File: config.mk
export PLATFORM = sky130hd
export DESIGN_NAME = dlh_ctrl
export DESIGN_NICKNAME = d
export VERILOG_FILES = /design/src/rtl/dlh_pkg.sv /design/src/rtl/dlh_ctrl.sv
export SDC_FILE = /design/constraint.sdc
export NUM_CORES = 1
export LEC_CHECK = 0
export BUFFER_PORTS_ARGS = -buffer_cell sky130_fd_sc_hd__buf_2
export CAP_MARGIN = 10
export CORE_MARGIN = 2
export CORE_UTILIZATION = 45
export CTS_CLUSTER_DIAMETER = 40
export DETAILED_ROUTE_END_ITERATION = 8
export PLACE_DENSITY = 0.71
export SETUP_SLACK_MARGIN = 0.5
export SKIP_LAST_GASP = 1
export SLEW_MARGIN = 20
export SYNTH_ARGS = -nofsm -noshare
export SYNTH_HDL_FRONTEND = slang
export SYNTH_SLANG_ARGS = --single-unit
File: constraint.sdc
create_clock -name clock -period 4.6 [get_ports clock]
set_clock_uncertainty 0.15 [all_clocks]
set_input_delay 0 -clock clock [delete_from_list [all_inputs] [get_ports clock]]
set_output_delay 0 -clock clock [all_outputs]
set_load 0.1 [all_outputs]
File: src/rtl/dlh_pkg.sv
// Package for the dual latency histogram: sizes, beat types, FSM states
// and the controller/datapath command and status structs. No dependencies.
`timescale 1ns / 1ps

package dlh_pkg;

   localparam int BIN_COUNT = 4096;
   localparam int BIN_IDX_W = $clog2(BIN_COUNT);
   localparam int LAT_W     = 16;
   localparam int CNT_W     = 16;
   localparam int IDX_W     = 12;
   localparam int EXT_W     = 17;

   localparam logic OP_RECORD = 1'b0;
   localparam logic OP_READ   = 1'b1;
   localparam logic CH_ISR    = 1'b0;
   localparam logic CH_TASK   = 1'b1;

   typedef struct packed {
      logic             op;
      logic             channel;
      logic [LAT_W-1:0] latency;
      logic [IDX_W-1:0] bin_index;
   } req_type;

   typedef struct packed {
      logic [CNT_W-1:0] isr_count;
      logic [CNT_W-1:0] task_count;
      logic [LAT_W-1:0] isr_max;
      logic [LAT_W-1:0] task_max;
   } rsp_type;

   typedef enum logic [1:0] {
      ST_CLEAR,
      ST_IDLE,
      ST_LOOKUP,
      ST_FINISH
   } state_type;

   typedef struct packed {
      logic                 capture;
      logic                 mem_rd;
      logic                 commit;
      logic                 clr_we;
      logic [BIN_IDX_W-1:0] clr_addr;
   } cmd_type;

   typedef struct packed {
      logic out_free;
   } sts_type;

endpackage

File: src/rtl/dlh_ctrl.sv
// Controller FSM: clearing pass after reset, then accept / lookup / finish.
// Depends on dlh_pkg.
`timescale 1ns / 1ps

module dlh_ctrl
   import dlh_pkg::*;
(
   input  logic    clock,
   input  logic    reset,
   input  logic    req_valid,
   output logic    req_stall,
   input  sts_type sts,
   output cmd_type cmd
);

   state_type            state_ff, state_in;
   logic [BIN_IDX_W-1:0] clr_cnt_ff, clr_cnt_in;
   logic                 clr_last;

   assign clr_last = (clr_cnt_ff == BIN_IDX_W'(BIN_COUNT - 1));

   always_ff @(posedge clock) begin
      if (reset) begin
         state_ff   <= ST_CLEAR;
         clr_cnt_ff <= '0;
      end else begin
         state_ff   <= state_in;
         clr_cnt_ff <= clr_cnt_in;
      end
   end

   always_comb begin
      state_in   = state_ff;
      clr_cnt_in = clr_cnt_ff;
      case (state_ff)
         ST_CLEAR: begin
            clr_cnt_in = clr_cnt_ff + BIN_IDX_W'(1);
            if (clr_last) begin
               state_in = ST_IDLE;
            end
         end
         ST_IDLE: begin
            if (req_valid) begin
               state_in = ST_LOOKUP;
            end
         end
         ST_LOOKUP: begin
            state_in = ST_FINISH;
         end
         ST_FINISH: begin
            if (sts.out_free) begin
               state_in = ST_IDLE;
            end
         end
         default: begin
            state_in = ST_IDLE;
         end
      endcase
   end

   always_comb begin
      cmd          = '0;
      cmd.clr_addr = clr_cnt_ff;
      req_stall    = 1'b1;
      case (state_ff)
         ST_CLEAR: begin
            cmd.clr_we = 1'b1;
         end
         ST_IDLE: begin
            req_stall   = 1'b0;
            cmd.capture = req_valid;
         end
         ST_LOOKUP: begin
            cmd.mem_rd = 1'b1;
         end
         ST_FINISH: begin
            cmd.commit = sts.out_free;
         end
         default: begin
            cmd = '0;
         end
      endcase
   end

endmodule

==> summary.txt <==
Run status
  – Status: finished, final reports clean

Placed design
  – DP Worst Slack: approximately 2.8 ns
  – Final Wtd Congestion: approximately 0.8
  – I/O Buffers: 20
  – HPWL Detailed: between 1000 and 1500 um

Floorplan
  – Core footprint: about 0.0015 mm^2
  – Die width: 43.9 um
  – Initial Utilization: 0.476
  – DIE AREA: 0.00193 mm^2
  – Die Y: ~44 um
  – Site Rows: 14
  – # IOs: 21

Cells and area
  – Area growth from synthesis to layout: 20.8%
  – Layout cells sized above 1: 0.257
  – Multi-input gate area: between 400 and 500 um^2
  – Fin nets: 116
  – Fillers: between 100 and 150
  – Sequential cell area: 280 um^2
  – Antenna Cells: 0

Timing
  – Peak Freq: 0.556 GHz
  – Final worst slack: 2.80 ns
  – Slew margin rel.: 0.676
  – Setup violators final: 0
  – Worst hold margin: 0.153 ns
  – Final min period: between 1.5 and 2 ns
  – Final Hold Viols: 0
  – Slew @ Worst Pin: around 0.49 ns
  – RSZ-0062 raised after global routing: no
  – Slew Limit Fails: 0
  – Total negative slack: 0 ns
  – Period utilization: 0.391

Synthesis
  – Sequential area share after synthesis: 0.391
  – Yosys cell types: 26
  – Synth Net Count: a little over 90
  – Flops & latches, synth: 14
  – Yosys top cell area share: 0.391
  – Commonest cells post-synth: 14 x dfxtp_1, 13 x nor2_1, 8 x nand2_1, 6 x xor2_1
  – Post-synth EDFFs: 0
  – Mapped Cells: 82
  – Mean area per synthesized cell: around 9 um^2
  – Ranking of synthesized cells by area: dfxtp_1 39%, ha_1 8.7%, xor2_1 7.3%, nor2_1 6.8%, nand2_1 4.2%
  – Leading area contributor after synthesis: dfxtp_1
  – Post-synth ARST share: 0
  – Most frequent cell after synthesis: dfxtp_1
  – Yosys warning count: 0
  – Ys flop type: dfxtp_1
  – Syn Std Cell Area: around 700 um^2

CTS
  – Clock Latency Late Sink: between 0.2 and 0.3 ns
  – CTS Buf Count: 3
  – CTS Buffer Depth: 2
  – Htree depth: 1
  – Root buf cell: clkbuf_4
  – Clock transition at path regs: roughly 0.080 ns
  – CTS tree: built
  – Clock sinks: 14
  – Resized cells post-CTS: 0

Global routing
  – GRT overflow: 0
  – Met1 GRT Util: 0.221
  – M2 GR Usage: 0.274
  – Total track usage: 0.188
  – Number of global-route vias before repair: 570
  – Initial antenna violation count: 0
  – GR peak layer: met2
  – First-pass GRT wire length: 2500 um
  – Global-route met3 utilization: 0.0667
  – Largest net degree at the start of global routing: 17

Worst setup path
  – CP max-delay cell: dfxtp_1
  – CP peak stage delay: about 0.33 ns
  – Crit Path Max Fanout: 7
  – Crit path DAT: around 1.9 ns
  – CP startpoint kind: register
  – CP Cell Sequence: inv_1 -> ha_1 -> and3_4 -> nand3_2 -> or3_1 -> a21oi_1
  – Worst path required time: about 4.7 ns
  – Buf/Inv on CP: 1
  – Worst setup path class: register to register
  – Critical Path Sink Type: register
  – Largest delay share family, worst path: simple AND/OR/NAND/NOR gates

Drt
  – # DRC: 0
  – ANT nets after route: 0
  – Vias: approximately 650
  – Initial drt markers: 8
  – DR WL/cell: around 12 um
  – Vias/cell: ~5.3
  – Pre-antenna DRT Iters: 4
  – Aggregate routed wire length: about 1500 um

Pwr
  – Leak Pwr: a little under 0.4 nW
  – P per Cell Area: 384 mW/mm^2
  – Max IR drop VDD: between 0.2 and 0.3 mV

Min path
  – Min-delay worst type: input port to register

Job
  – # Max-Cap Violations: 0
-- sequential cells by signal, indices dropped and copies added (netlist names) --
name        flops
clr_cnt_ff     12
state_ff        2
-- logic make-up after synthesis --
logic type,after synthesis,synth area share
adders and majority gates,5,0.0873
xor gates and xnor gates,9,0.110
muxes,3,0.0436
DFF,14,0.391
buffers and inverters,6,0.0314
and+or+nand+nor,38,0.277
AOI/OAI and AO/OA,7,0.0593
-- timing repair --
action	4_1_cts	5_1_grt
hold buffers	1	0
hold endpoints to repair	12	0
buffers inserted	0	0
-- worst min-delay path, cell delays in order --
cell     delay [ns]
buf_2          0.08
inv_1          0.04
a22oi_1        0.14
a31oi_1        0.15
mux2i_1        0.13
-- cell type report --
type                       instances  area share
clock buffer                       3      0.0260
tap                               16      0.0231
timing repair buffer              21       0.127
multi-input combinational         62       0.478
sequential                        14       0.324
inverter                           5      0.0217
-- cells in the final DEF (no fill, tap or decap), types with 2 or more instances in the layout --
cell,instances
or3_1,2
nand2b_1,2
ha_1,5
and3_1,2
xnor2_1,3
o21ai_0,2
mux2i_1,2
nor3_1,2
dfxtp_1,14
inv_1,5
nand2_1,8
xor2_1,6
clkbuf_4,3
buf_2,20
nor2_1,13
a21oi_1,2
nand4_1,3
-- final timing paths --
check / slack, ns / startpoint / cells after the start / to
worst min register to register: 0.37 / clr_cnt_ff[11]$_SDFFE_PP0N_ / 2 / clr_cnt_ff[11]$_SDFFE_PP0N_
worst max-delay path: 2.80 / state_ff[0]$_SDFFE_PP0P_ / 6 / clr_cnt_ff[11]$_SDFFE_PP0N_
worst min-delay path: 0.15 / sts / 5 / state_ff[1]$_SDFFE_PP0P_
worst max register to register: 2.80 / state_ff[0]$_SDFFE_PP0P_ / 6 / clr_cnt_ff[11]$_SDFFE_PP0N_
-- per-layer routing --
| metal | part of all wire | routed length (um) |
|---|---|---|
| met1 | 0.45 | 665 |
| met2 | 0.46 | 680 |
| met3 | 0.063 | 93 |
| met4 | 0.028 | 42 |
| met5 | 0 | 0 |
-- per-stage QoR --
step / std cells / total power [mW] / utilization / area, um^2
final: 121 / 0.333 / 0.575 / 866
after global routing: 121 / 0.349 / 0.575 / 866
after CTS: 121 / 0.335 / 0.575 / 866
after detailed placement: 117 / 0.264 / 0.553 / 833
after global placement: 117 / 0.263 / 0.553 / 833
after floorplan: 82 / 0.246 / - / 717
-- power breakdown --
group          internal (mW)  total, mW  leakage (nW)  switching (mW)
logic                 0.0248      0.122         0.266          0.0967
clock network         0.0305     0.0717        0.0138          0.0412
registers              0.130      0.139         0.113         0.00973
Note: power is estimated with default switching activity, not from simulation.
